`src/x86d_pkg.sv`:
```
// Package for the 16-bit x86 decoder: constants, types and decode functions.
package x86d_pkg;

    typedef enum logic [1:0] {
        PH_OPCODE = 2'd0,
        PH_MODRM  = 2'd1,
        PH_DISP   = 2'd2,
        PH_IMM    = 2'd3
    } phase_t;

    localparam logic [2:0] NO_PREFIX   = 3'd4;
    localparam logic [6:0] MN_PUSH     = 7'd8;
    localparam logic [6:0] MN_POP      = 7'd9;
    localparam logic [6:0] MN_PUSH_SEG = 7'd10;
    localparam logic [6:0] MN_POP_SEG  = 7'd11;
    localparam logic [6:0] MN_INC      = 7'd12;
    localparam logic [6:0] MN_DEC      = 7'd13;
    localparam logic [6:0] MN_JCC      = 7'd14;
    localparam logic [6:0] MN_MOV      = 7'd30;
    localparam logic [6:0] MN_MOV_SEG  = 7'd31;
    localparam logic [6:0] MN_STRING   = 7'd32;
    localparam logic [6:0] MN_TEST     = 7'd34;
    localparam logic [6:0] MN_RET      = 7'd38;
    localparam logic [6:0] MN_RETF     = 7'd39;
    localparam logic [6:0] MN_LES      = 7'd40;
    localparam logic [6:0] MN_LDS      = 7'd41;
    localparam logic [6:0] MN_INT      = 7'd42;
    localparam logic [6:0] MN_LOOPNZ   = 7'd50;
    localparam logic [6:0] MN_CALL     = 7'd54;
    localparam logic [6:0] MN_JMP      = 7'd55;
    localparam logic [6:0] MN_REPNE    = 7'd58;
    localparam logic [6:0] MN_GROUP3   = 7'd58;
    localparam logic [6:0] MN_FLAGS    = 7'd66;
    localparam logic [6:0] MN_UNKNOWN  = 7'd72;
    localparam logic [6:0] MN_RAW      = 7'd73;

    typedef struct packed {
        logic [6:0]  mnemonic;
        logic        operand_word;
        logic [1:0]  mod_field;
        logic [2:0]  reg_field;
        logic [2:0]  rm_field;
        logic        to_register;
        logic [2:0]  segment_prefix;
        logic [15:0] displacement;
        logic [15:0] immediate;
        logic [15:0] branch_target;
        logic [3:0]  instr_length;
        logic        unknown;
    } record_t;

    function automatic logic [6:0] shift_mn(input logic [2:0] r);
        logic [6:0] m;
        case (r)
            3'd0: m = 7'd43;
            3'd1: m = 7'd44;
            3'd2: m = 7'd45;
            3'd3: m = 7'd46;
            3'd4: m = 7'd47;
            3'd5: m = 7'd48;
            3'd6: m = MN_UNKNOWN;
            default: m = 7'd49;
        endcase
        return m;
    endfunction

    function automatic logic [6:0] group5_mn(input logic [2:0] r);
        logic [6:0] m;
        case (r)
            3'd0: m = MN_INC;
            3'd1: m = MN_DEC;
            3'd2: m = MN_CALL;
            3'd3: m = 7'd56;
            3'd4: m = MN_JMP;
            3'd5: m = 7'd57;
            3'd6: m = MN_PUSH;
            default: m = MN_UNKNOWN;
        endcase
        return m;
    endfunction

    function automatic logic [15:0] sext8(input logic [7:0] v);
        return {{8{v[7]}}, v};
    endfunction

    function automatic logic has_modrm(input logic [7:0] op);
        if (op < 8'h40) return (op[2:1] != 2'b11) && !op[2];
        return op == 8'h80 || op == 8'h81 || op == 8'h83 ||
               (op >= 8'h88 && op <= 8'h8C) || op == 8'h8E ||
               (op >= 8'hC4 && op <= 8'hC6) || (op >= 8'hD0 && op <= 8'hD3) ||
               op == 8'hF6 || op == 8'hF7 || op == 8'hFF;
    endfunction

    function automatic logic known_op(input logic [7:0] op);
        if (op < 8'h40) begin
            if (op[2:1] != 2'b11) return 1'b1;
            return ((op & 8'hE6) == 8'h06) && op != 8'h0F;
        end
        if (op < 8'h60 || (op >= 8'h70 && op <= 8'h7F)) return 1'b1;
        if (has_modrm(op)) return 1'b1;
        if (op >= 8'hA0 && op <= 8'hBF) return 1'b1;
        return op == 8'hC2 || op == 8'hC3 || op == 8'hCB || op == 8'hCD ||
               (op >= 8'hE0 && op <= 8'hE3) || op == 8'hE8 || op == 8'hE9 ||
               op == 8'hEB || op == 8'hF2 || op == 8'hF3 ||
               (op >= 8'hF8 && op <= 8'hFD);
    endfunction

    function automatic logic bad_second(input logic [7:0] op, input logic [7:0] m);
        if (op == 8'h8C || op == 8'h8E) return m[5];
        if (op == 8'hC4 || op == 8'hC5) return m[7:6] == 2'b11;
        if (op == 8'hC6) return m[5:3] != 3'd0;
        if (op >= 8'hD0 && op <= 8'hD3) return m[5:3] == 3'd6;
        if (op == 8'hF6 || op == 8'hF7) return m[5:3] == 3'd1;
        if (op == 8'hFF)
            return m[5:3] == 3'd7 || m[7:3] == 5'b11011 || m[7:3] == 5'b11101;
        return 1'b0;
    endfunction

    function automatic logic [1:0] disp_len(input logic [7:0] op, input logic [7:0] m);
        if (op >= 8'hA0 && op <= 8'hA3) return 2'd2;
        if (!has_modrm(op)) return 2'd0;
        case (m[7:6])
            2'd0: return (m[2:0] == 3'd6) ? 2'd2 : 2'd0;
            2'd1: return 2'd1;
            2'd2: return 2'd2;
            default: return 2'd0;
        endcase
    endfunction

    function automatic logic [1:0] imm_len(input logic [7:0] op, input logic [7:0] m);
        if (op < 8'h40) begin
            if (op[2:0] == 3'd4) return 2'd1;
            if (op[2:0] == 3'd5) return 2'd2;
            return 2'd0;
        end
        if ((op >= 8'h70 && op <= 8'h7F) || op == 8'h80 || op == 8'h83 ||
            op == 8'hC6 || op == 8'hA8 || op == 8'hCD || op == 8'hEB ||
            (op >= 8'hE0 && op <= 8'hE3) || (op >= 8'hB0 && op <= 8'hB7))
            return 2'd1;
        if (op == 8'h81 || op == 8'hA9 || op == 8'hC2 || op == 8'hE8 ||
            op == 8'hE9 || (op >= 8'hB8 && op <= 8'hBF))
            return 2'd2;
        if (op == 8'hF6 || op == 8'hF7)
            return (m[5:3] == 3'd0) ? {1'b0, op[0]} + 2'd1 : 2'd0;
        return 2'd0;
    endfunction

endpackage

```
`src/x86_16bit_instruction_decoder.sv`:
```
// Top level of the 16-bit x86 decoder: byte tracking state and result register.
//
//   channel | handshake               | payload
//   in      | in_valid / in_ready     | code_byte, block_first, block_ip
//   out     | out_valid / out_ready   | mnemonic .. unknown (one record)
//
// One code byte is taken per cycle; a record appears in the cycle after the byte
// that ends its instruction. The limit is the single result register: a new
// byte is taken whenever that register is empty or being emptied in the same
// cycle. Reset puts the decoder in its opcode phase with no prefix.
module x86_16bit_instruction_decoder (
    input  logic        clk,
    input  logic        rst_n,
    input  logic        in_valid,
    output logic        in_ready,
    input  logic [7:0]  code_byte,
    input  logic        block_first,
    input  logic [15:0] block_ip,
    output logic        out_valid,
    input  logic        out_ready,
    output logic [6:0]  mnemonic,
    output logic        operand_word,
    output logic [1:0]  mod_field,
    output logic [2:0]  reg_field,
    output logic [2:0]  rm_field,
    output logic        to_register,
    output logic [2:0]  segment_prefix,
    output logic signed [15:0] displacement,
    output logic [15:0] immediate,
    output logic [15:0] branch_target,
    output logic [3:0]  instr_length,
    output logic        unknown
);
    x86d_pkg::phase_t  phase_reg, phase_next;
    logic [7:0]  op_reg, op_next, m_reg, m_next;
    logic [1:0]  pend_reg, pend_next;
    logic [15:0] disp_reg, disp_next, imm_reg, imm_next, ip_reg, ip_next;
    logic [2:0]  pre_reg, pre_next;
    logic [3:0]  len_reg, len_next;
    logic        raw_reg, raw_next;
    logic        ov_reg;
    x86d_pkg::record_t rec_reg, rec_next, fin_rec, bad_rec;
    logic        bad_sel;
    logic        emit;
    logic        accept;

    // Values seen by the finish logic after this byte has been absorbed.
    logic [7:0]  f_op, f_m;
    logic [15:0] f_disp, f_imm;
    logic [2:0]  f_pre;
    logic [3:0]  f_len;
    logic [1:0]  dl, il;
    logic        start_imm_or_fin;

    assign in_ready = !ov_reg || out_ready;
    assign accept   = in_valid && in_ready;

    x86d_finish u_finish (
        .op(f_op), .m(f_m), .disp_acc(f_disp), .imm_acc(f_imm), .ip(ip_next),
        .prefix(f_pre), .len(f_len), .rec(fin_rec)
    );

    assign rec_next = bad_sel ? bad_rec : fin_rec;

    always_comb
    begin
        logic [2:0]  pre_in;
        logic [3:0]  len_in;
        logic        raw_in;
        x86d_pkg::phase_t ph_in;
        pre_in = pre_reg;
        len_in = len_reg;
        raw_in = raw_reg;
        ph_in  = phase_reg;
        ip_next = ip_reg;
        if (block_first) begin
            ph_in = x86d_pkg::PH_OPCODE;
            pre_in = x86d_pkg::NO_PREFIX;
            len_in = 4'd0;
            raw_in = 1'b0;
            ip_next = block_ip;
        end
        ip_next = ip_next + 16'd1;
        if (len_in != 4'd15) len_in = len_in + 4'd1;

        phase_next = ph_in;
        op_next = op_reg;
        m_next = m_reg;
        pend_next = block_first ? 2'd0 : pend_reg;
        disp_next = disp_reg;
        imm_next = imm_reg;
        pre_next = pre_in;
        len_next = len_in;
        raw_next = raw_in;
        emit = 1'b0;
        bad_sel = 1'b0;
        bad_rec = '0;
        f_op = op_reg;
        f_m = m_reg;
        f_disp = disp_reg;
        f_imm = imm_reg;
        f_pre = pre_in;
        f_len = len_in;
        start_imm_or_fin = 1'b0;
        dl = 2'd0;
        il = 2'd0;

        if (raw_in) begin
            emit = 1'b1;
            bad_sel = 1'b1;
            bad_rec.mnemonic = x86d_pkg::MN_RAW;
            bad_rec.segment_prefix = x86d_pkg::NO_PREFIX;
            bad_rec.immediate = {8'd0, code_byte};
            bad_rec.instr_length = 4'd1;
            bad_rec.unknown = 1'b1;
        end else begin
            unique case (ph_in)
                x86d_pkg::PH_MODRM:
                begin
                    m_next = code_byte;
                    f_m = code_byte;
                    if (x86d_pkg::bad_second(op_reg, code_byte)) begin
                        raw_next = 1'b1;
                        emit = 1'b1;
                        bad_sel = 1'b1;
                        bad_rec.mnemonic = x86d_pkg::MN_UNKNOWN;
                        bad_rec.segment_prefix = pre_in;
                        bad_rec.immediate = {code_byte, op_reg};
                        bad_rec.instr_length = len_in;
                        bad_rec.unknown = 1'b1;
                    end else begin
                        dl = x86d_pkg::disp_len(op_reg, code_byte);
                        if (dl != 2'd0) begin
                            phase_next = x86d_pkg::PH_DISP;
                            pend_next = dl;
                        end else begin
                            start_imm_or_fin = 1'b1;
                        end
                    end
                end
                x86d_pkg::PH_DISP:
                begin
                    dl = x86d_pkg::disp_len(op_reg, m_reg);
                    if (dl == 2'd2 && pend_reg == 2'd2)
                        disp_next = {disp_reg[15:8], code_byte};
                    else if (dl == 2'd2)
                        disp_next = {code_byte, disp_reg[7:0]};
                    else
                        disp_next = {8'd0, code_byte};
                    f_disp = disp_next;
                    pend_next = (pend_reg != 2'd0) ? pend_reg - 2'd1 : 2'd0;
                    if (pend_next == 2'd0) start_imm_or_fin = 1'b1;
                end
                x86d_pkg::PH_IMM:
                begin
                    il = x86d_pkg::imm_len(op_reg, m_reg);
                    if (il == 2'd2 && pend_reg == 2'd2)
                        imm_next = {imm_reg[15:8], code_byte};
                    else if (il == 2'd2)
                        imm_next = {code_byte, imm_reg[7:0]};
                    else
                        imm_next = {8'd0, code_byte};
                    f_imm = imm_next;
                    pend_next = (pend_reg != 2'd0) ? pend_reg - 2'd1 : 2'd0;
                    if (pend_next == 2'd0) emit = 1'b1;
                end
                default:
                begin
                    if ((code_byte & 8'hE7) == 8'h26) begin
                        pre_next = {1'b0, code_byte[4:3]};
                    end else begin
                        op_next = code_byte;
                        m_next = 8'd0;
                        disp_next = 16'd0;
                        imm_next = 16'd0;
                        f_op = code_byte;
                        f_m = 8'd0;
                        f_disp = 16'd0;
                        f_imm = 16'd0;
                        if (!x86d_pkg::known_op(code_byte)) begin
                            raw_next = 1'b1;
                            emit = 1'b1;
                            bad_sel = 1'b1;
                            bad_rec.mnemonic = x86d_pkg::MN_UNKNOWN;
                            bad_rec.segment_prefix = pre_in;
                            bad_rec.immediate = {8'd0, code_byte};
                            bad_rec.instr_length = len_in;
                            bad_rec.unknown = 1'b1;
                        end else if (x86d_pkg::has_modrm(code_byte)) begin
                            phase_next = x86d_pkg::PH_MODRM;
                        end else begin
                            dl = x86d_pkg::disp_len(code_byte, 8'd0);
                            if (dl != 2'd0) begin
                                phase_next = x86d_pkg::PH_DISP;
                                pend_next = dl;
                            end else begin
                                start_imm_or_fin = 1'b1;
                            end
                        end
                    end
                end
            endcase
            if (start_imm_or_fin) begin
                il = x86d_pkg::imm_len(f_op, f_m);
                if (il != 2'd0) begin
                    phase_next = x86d_pkg::PH_IMM;
                    pend_next = il;
                end else begin
                    emit = 1'b1;
                end
            end
        end
        if (emit) begin
            phase_next = x86d_pkg::PH_OPCODE;
            pend_next = 2'd0;
            pre_next = x86d_pkg::NO_PREFIX;
            len_next = 4'd0;
        end
    end

    always_ff @(posedge clk or negedge rst_n)
    begin
        if (!rst_n) begin
            phase_reg <= x86d_pkg::PH_OPCODE;
            op_reg    <= 8'd0;
            m_reg     <= 8'd0;
            pend_reg  <= 2'd0;
            disp_reg  <= 16'd0;
            imm_reg   <= 16'd0;
            pre_reg   <= x86d_pkg::NO_PREFIX;
            ip_reg    <= 16'd0;
            len_reg   <= 4'd0;
            raw_reg   <= 1'b0;
            ov_reg    <= 1'b0;
        end else begin
            if (accept) begin
                phase_reg <= phase_next;
                op_reg    <= op_next;
                m_reg     <= m_next;
                pend_reg  <= pend_next;
                disp_reg  <= disp_next;
                imm_reg   <= imm_next;
                pre_reg   <= pre_next;
                ip_reg    <= ip_next;
                len_reg   <= len_next;
                raw_reg   <= raw_next;
            end
            if (accept) ov_reg <= emit;
            else if (out_ready) ov_reg <= 1'b0;
        end
    end

    always_ff @(posedge clk)
    begin
        if (accept && emit) rec_reg <= rec_next;
    end

    assign out_valid      = ov_reg;
    assign mnemonic       = rec_reg.mnemonic;
    assign operand_word   = rec_reg.operand_word;
    assign mod_field      = rec_reg.mod_field;
    assign reg_field      = rec_reg.reg_field;
    assign rm_field       = rec_reg.rm_field;
    assign to_register    = rec_reg.to_register;
    assign segment_prefix = rec_reg.segment_prefix;
    assign displacement   = rec_reg.displacement;
    assign immediate      = rec_reg.immediate;
    assign branch_target  = rec_reg.branch_target;
    assign instr_length   = rec_reg.instr_length;
    assign unknown        = rec_reg.unknown;
endmodule

```
`src/x86d_finish.sv`:
```
// Builds the decoded record of a finished instruction from the held bytes.
module x86d_finish (
    input  logic [7:0]  op,
    input  logic [7:0]  m,
    input  logic [15:0] disp_acc,
    input  logic [15:0] imm_acc,
    input  logic [15:0] ip,
    input  logic [2:0]  prefix,
    input  logic [3:0]  len,
    output x86d_pkg::record_t rec
);
    logic [2:0]  mreg;
    logic [15:0] s8;

    assign mreg = m[5:3];
    assign s8   = x86d_pkg::sext8(imm_acc[7:0]);

    always_comb
    begin
        rec = '0;
        rec.mnemonic       = x86d_pkg::MN_UNKNOWN;
        rec.segment_prefix = prefix;
        rec.instr_length   = len;
        if (x86d_pkg::has_modrm(op)) begin
            rec.mod_field = m[7:6];
            rec.reg_field = mreg;
            rec.rm_field  = m[2:0];
            if (m[7:6] != 2'd3)
                rec.displacement = (x86d_pkg::disp_len(op, m) == 2'd1) ?
                                   x86d_pkg::sext8(disp_acc[7:0]) : disp_acc;
        end
        if (op < 8'h40) begin
            if (op[2:1] != 2'b11) begin
                rec.mnemonic = {4'd0, op[5:3]};
                rec.operand_word = op[0];
                if (!op[2]) rec.to_register = op[1];
                else begin
                    rec.to_register = 1'b1;
                    rec.immediate = imm_acc;
                end
            end else begin
                rec.mnemonic = op[0] ? x86d_pkg::MN_POP_SEG : x86d_pkg::MN_PUSH_SEG;
                rec.operand_word = 1'b1;
                rec.reg_field = {1'b0, op[4:3]};
            end
        end else if (op < 8'h50) begin
            rec.mnemonic = op[3] ? x86d_pkg::MN_DEC : x86d_pkg::MN_INC;
            rec.operand_word = 1'b1;
            rec.reg_field = op[2:0];
        end else if (op < 8'h60) begin
            rec.mnemonic = op[3] ? x86d_pkg::MN_POP : x86d_pkg::MN_PUSH;
            rec.operand_word = 1'b1;
            rec.reg_field = op[2:0];
        end else if (op < 8'h80) begin
            rec.mnemonic = x86d_pkg::MN_JCC + {3'd0, op[3:0]};
            rec.branch_target = ip + s8;
        end else if (op <= 8'h83) begin
            rec.mnemonic = {4'd0, mreg};
            rec.operand_word = (op != 8'h80);
            rec.immediate = (op == 8'h83) ? s8 : imm_acc;
        end else if (op <= 8'h8B) begin
            rec.mnemonic = x86d_pkg::MN_MOV;
            rec.operand_word = op[0];
            rec.to_register = op[1];
        end else if (op == 8'h8C || op == 8'h8E) begin
            rec.mnemonic = x86d_pkg::MN_MOV_SEG;
            rec.operand_word = 1'b1;
            rec.to_register = op[1];
        end else if (op <= 8'hA3) begin
            rec.mnemonic = x86d_pkg::MN_MOV;
            rec.operand_word = op[0];
            rec.to_register = !op[1];
            rec.rm_field = 3'd6;
            rec.displacement = disp_acc;
        end else if (op <= 8'hAF) begin
            rec.mnemonic = x86d_pkg::MN_STRING + {4'd0, op[3:1]} - 7'd2;
            rec.operand_word = op[0];
            rec.immediate = imm_acc;
        end else if (op <= 8'hBF) begin
            rec.mnemonic = x86d_pkg::MN_MOV;
            rec.operand_word = op[3];
            rec.reg_field = op[2:0];
            rec.to_register = 1'b1;
            rec.immediate = imm_acc;
        end else if (op <= 8'hC3) begin
            rec.mnemonic = x86d_pkg::MN_RET;
            rec.immediate = imm_acc;
        end else if (op <= 8'hC5) begin
            rec.mnemonic = (op == 8'hC4) ? x86d_pkg::MN_LES : x86d_pkg::MN_LDS;
            rec.operand_word = 1'b1;
            rec.to_register = 1'b1;
        end else if (op == 8'hC6) begin
            rec.mnemonic = x86d_pkg::MN_MOV;
            rec.immediate = imm_acc;
        end else if (op == 8'hCB) begin
            rec.mnemonic = x86d_pkg::MN_RETF;
        end else if (op == 8'hCD) begin
            rec.mnemonic = x86d_pkg::MN_INT;
            rec.immediate = imm_acc;
        end else if (op <= 8'hD3) begin
            rec.mnemonic = x86d_pkg::shift_mn(mreg);
            rec.operand_word = op[0];
            rec.immediate = {15'd0, !op[1]};
        end else if (op <= 8'hE3) begin
            rec.mnemonic = x86d_pkg::MN_LOOPNZ + {5'd0, op[1:0]};
            rec.branch_target = ip + s8;
        end else if (op <= 8'hE9) begin
            rec.mnemonic = (op == 8'hE8) ? x86d_pkg::MN_CALL : x86d_pkg::MN_JMP;
            rec.branch_target = ip + imm_acc;
        end else if (op == 8'hEB) begin
            rec.mnemonic = x86d_pkg::MN_JMP;
            rec.branch_target = ip + s8;
        end else if (op <= 8'hF3) begin
            rec.mnemonic = x86d_pkg::MN_REPNE + {6'd0, op[0]};
        end else if (op <= 8'hF7) begin
            rec.operand_word = op[0];
            if (mreg == 3'd0) begin
                rec.mnemonic = x86d_pkg::MN_TEST;
                rec.immediate = imm_acc;
            end else begin
                rec.mnemonic = x86d_pkg::MN_GROUP3 + {4'd0, mreg};
            end
        end else if (op <= 8'hFD) begin
            rec.mnemonic = x86d_pkg::MN_FLAGS + {4'd0, op[2:0]};
        end else begin
            rec.mnemonic = x86d_pkg::group5_mn(mreg);
            rec.operand_word = 1'b1;
        end
    end
endmodule

```
`config.mk`:
```
export PLATFORM = sky130hd
export DESIGN_NAME = x86_16bit_instruction_decoder
export DESIGN_NICKNAME = d
export VERILOG_FILES = /design/src/x86d_pkg.sv /design/src/x86_16bit_instruction_decoder.sv /design/src/x86d_finish.sv
export SDC_FILE = /design/constraint.sdc
export NUM_CORES = 1
export LEC_CHECK = 0
export ABC_AREA = 1
export BUFFER_PORTS_ARGS = -buffer_cell sky130_fd_sc_hd__buf_2
export CORE_AREA = 5 5 179 181
export DETAILED_ROUTE_END_ITERATION = 8
export DIE_AREA = 0 0 184 186
export PLACE_DENSITY = 0.58
export SYNTH_ARGS = -nofsm -noshare
export SYNTH_HDL_FRONTEND = slang
export SYNTH_SLANG_ARGS = --single-unit
```
`constraint.sdc`:
```
create_clock -name clk -period 5.6 [get_ports clk]
set_input_delay 1.12 -clock clk [delete_from_list [all_inputs] [get_ports clk]]
set_output_delay 1.12 -clock clk [all_outputs]
set_load 0.005 [all_outputs]
```
==> qor.txt <==
status = completed
TNS Setup = 0 ns
WL/cell = 19.2 µm
antenna violations before repair = 2
Clk pwr share = 0.182
number of synthesized register bits = 150
most frequent cells in the layout = nand2_1, inv_1, o21ai_0, nor2_1, buf_2
Max Cap Viol = 0
clk root buf = clkbuf_16
relative slew slack = 0.459
Antenna Nets Post-Route = 0
Chip Width = 184 µm
Slowest cell on crit path = dfrtp_1
# port buffers = 103
Num CTS Buffers = 17
max frequency = 0.201 GHz
Hold Fails Final Rpt = 0
worst hold margin = 0.476 ns
Syn Area/Cell = 7.38 µm²
Ys Warns = 0
Post-synth EDFFs = 73
Logic pwr share = 0.556
share of layout cells above drive strength 1 = 0.181
share of synthesized registers carrying an async set or reset = 0.513
CTS tree = yes
DR iter-0 viols = 1,139
switching power = 3240 µW
Hold WC Path Type = reg -> reg
clock latency at the later pin of the worst-skew pair = 0.44 ns
kind of critical path = reg -> reg
commonest non-fill, non-tap cell in the layout = nand2_1
crit path max fanout = 14
cell-internal power = 3280 µW
dpl hpwl = 31.6 mm
clk buf depth = 2
CTS sink cnt = 150
chip height = 186 µm
total global-route track usage = 0.242
Leak = 0.00599 µW
max incr delay on CP = 0.52 ns
# DRC = 0
syn nets = 1,681
CP Data Required Time = 5.77 ns
endpoint class of the critical path = flip-flop
Cell Area, Synth = 0.0119 mm²
antenna cells = 0
vias per inst = 5.55
Post-CTS Hold Buffers = 0
Peak supply drop = 0.253 mV
clock transition at the registers of the reported paths = 0.06 ns
Seq/Total Area, Yosys = 0.346
RD Place Congestion = 0.959
total wire length = 40.8 mm
cell with the most instances on the worst path = nand2_1
sequential group share of total power = 0.263
synth-to-layout area growth = 13.7%
RSZ-0062 raised after global routing = no
via count = 11,800
Synth cell types = 75
I/O pins = 104
Tcrit/Tclk final = 0.889
core area = 0.0303 mm²
Slew @ Worst Pin = 0.810 ns
fin. max-slew vios = 0
largest net degree at the start of global routing = 61
Final setup viols = 0
switching portion of total power = 0.497
number of global-route vias before repair = 11,300
Final Skew = 0.0228 ns
first-pass GRT wire length = 65.2 mm
num rows = 64
fin util = 0.448
PD cells = 481 mW/mm²
critical path startpoint category = flip-flop
nets@finish = 1,787
Cells after Synth = 1,615
CTS H-Tree Depth = 4
total congestion overflow = 0
Top FF cell, synth = dfrtp_1
1st-pass router iterations = 6
initial cell density of the core = 0.394
power consumption = 6520 µW
fillers = 3,134
Die ar. = 0.0342 mm²
worst path arrival time = 5.15 ns
crit path time final = 4.98 ns
setup bufs post-CTS = 0
==> per-layer routing <==
layer / part of all wire / global-route usage / vias to the layer above / routed length, µm
met2: 0.45 / 0.381 / 432 / 18500
met5: 0.00078 / 0 / - / 32
met3: 0.061 / 0.0363 / 58 / 2500
li1: - / - / 5734 / -
met1: 0.46 / 0.350 / 5600 / 19000
met4: 0.021 / 0.0621 / 4 / 850
==> synth_stat cells, types with 4 or more instances <==
cell type	number	share of area
o22ai_1	45	0.024
buf_6	4	0.0038
nand3_4	4	0.0059
o21ai_2	8	0.0059
nor3_1	19	0.0080
nand2_2	18	0.0094
nand2_4	17	0.016
o21ai_0	165	0.069
mux2i_1	5	0.0042
a22oi_1	9	0.0057
buf_4	4	0.0025
inv_1	180	0.057
o211ai_1	29	0.018
nand3_1	70	0.029
edfxtp_1	73	0.18
nand3b_1	4	0.0025
a21oi_1	91	0.038
nand2_1	332	0.10
o21ai_1	28	0.012
nor2_4	12	0.011
a32oi_1	4	0.0029
dfrtp_1	76	0.16
a31oi_1	13	0.0068
o21bai_1	8	0.0050
inv_2	33	0.010
buf_2	9	0.0038
nor2_1	150	0.047
nor4_1	4	0.0021
ha_1	36	0.038
xor2_1	20	0.015
nand4_1	9	0.0047
nor2_2	6	0.0031
clkbuf_1	30	0.0094
o31ai_1	15	0.0094
nand3_2	8	0.0067
or2_2	8	0.0042
xnor2_1	9	0.0066
==> area by class of cell <==
| cell class | instances | area (µm²) | share of cell area |
|---|---|---|---|
| multi-input combinational | 1195 | 6720 | 0.495 |
| sequential | 150 | 4120 | 0.304 |
| inverter | 218 | 826 | 0.0609 |
| timing repair buffer | 139 | 813 | 0.0600 |
| tap | 396 | 495 | 0.0365 |
| clock buffer | 19 | 433 | 0.0319 |
| clock inverter | 13 | 158 | 0.0116 |
==> cell families (layout without fill, tap and decap cells) <==
family / count (synthesis) / count (layout) / synth area share
buf+inv: 270 / 389 / 0.0917
compound gates: 450 / 450 / 0.230
fa+ha+maj: 37 / 37 / 0.0395
flops: 150 / 150 / 0.346
simple gates: 674 / 674 / 0.268
mux: 5 / 5 / 0.00420
xor+xnor: 29 / 29 / 0.0213
==> path summary, 6_finish.rpt <==
kind	start	end	slack [ns]	depth (start not counted)
min in group asynchronous	rst_n	op_reg[7]	0.67	1
hold / removal	ip_reg[6]	ip_reg[6]	0.48	2
hold reg to reg	ip_reg[6]	ip_reg[6]	0.48	2
setup reg to reg	op_reg[6]	branch_target[15]	0.62	32
max in group asynchronous	rst_n	len_reg[1]	3.92	2
setup / recovery	op_reg[6]	branch_target[15]	0.62	32
==> worst max-delay path: cells and delay by family, from the launching register on <==
family / cells / cell delay (ns)
adders and majority gates: 1 / 0.36
xor gates and xnor gates: 1 / 0.12
AOI/OAI and AO/OA: 13 / 1.82
DFF: 1 / 0.52
buffers and inverters: 4 / 0.39
and+or+nand+nor: 13 / 1.50
==> what timing repair did <==
action / in CTS / in global routing
gates resized for setup: 0 / 1
hold endpoints to repair: 0 / 0
setup endpoints to repair: 0 / 1
==> power by group through the flow <==
stage | combinational (µW) | sequential, µW | clock (µW)
5_1_grt | 4020 | 1750 | 1260
2_1_floorplan | 2470 | 1700 | 0
3_3_place_gp | 3590 | 1730 | 0
4_1_cts | 3590 | 1710 | 1210
3_5_place_dp | 3570 | 1730 | 0
6_report | 3620 | 1710 | 1190
==> through the flow <==
step                      setup WS [ns]  cell area [µm²]  instances
after floorplan                  0.0270            11900       1615
after global placement            0.336            13000       2098
after detailed placement          0.198            13000       2098
after CTS                         0.529            13600       2130
after global routing             0.0572            13600       2130
final                             0.621            13600       2130
No activity file was read; power rests on OpenSTA's default activity.
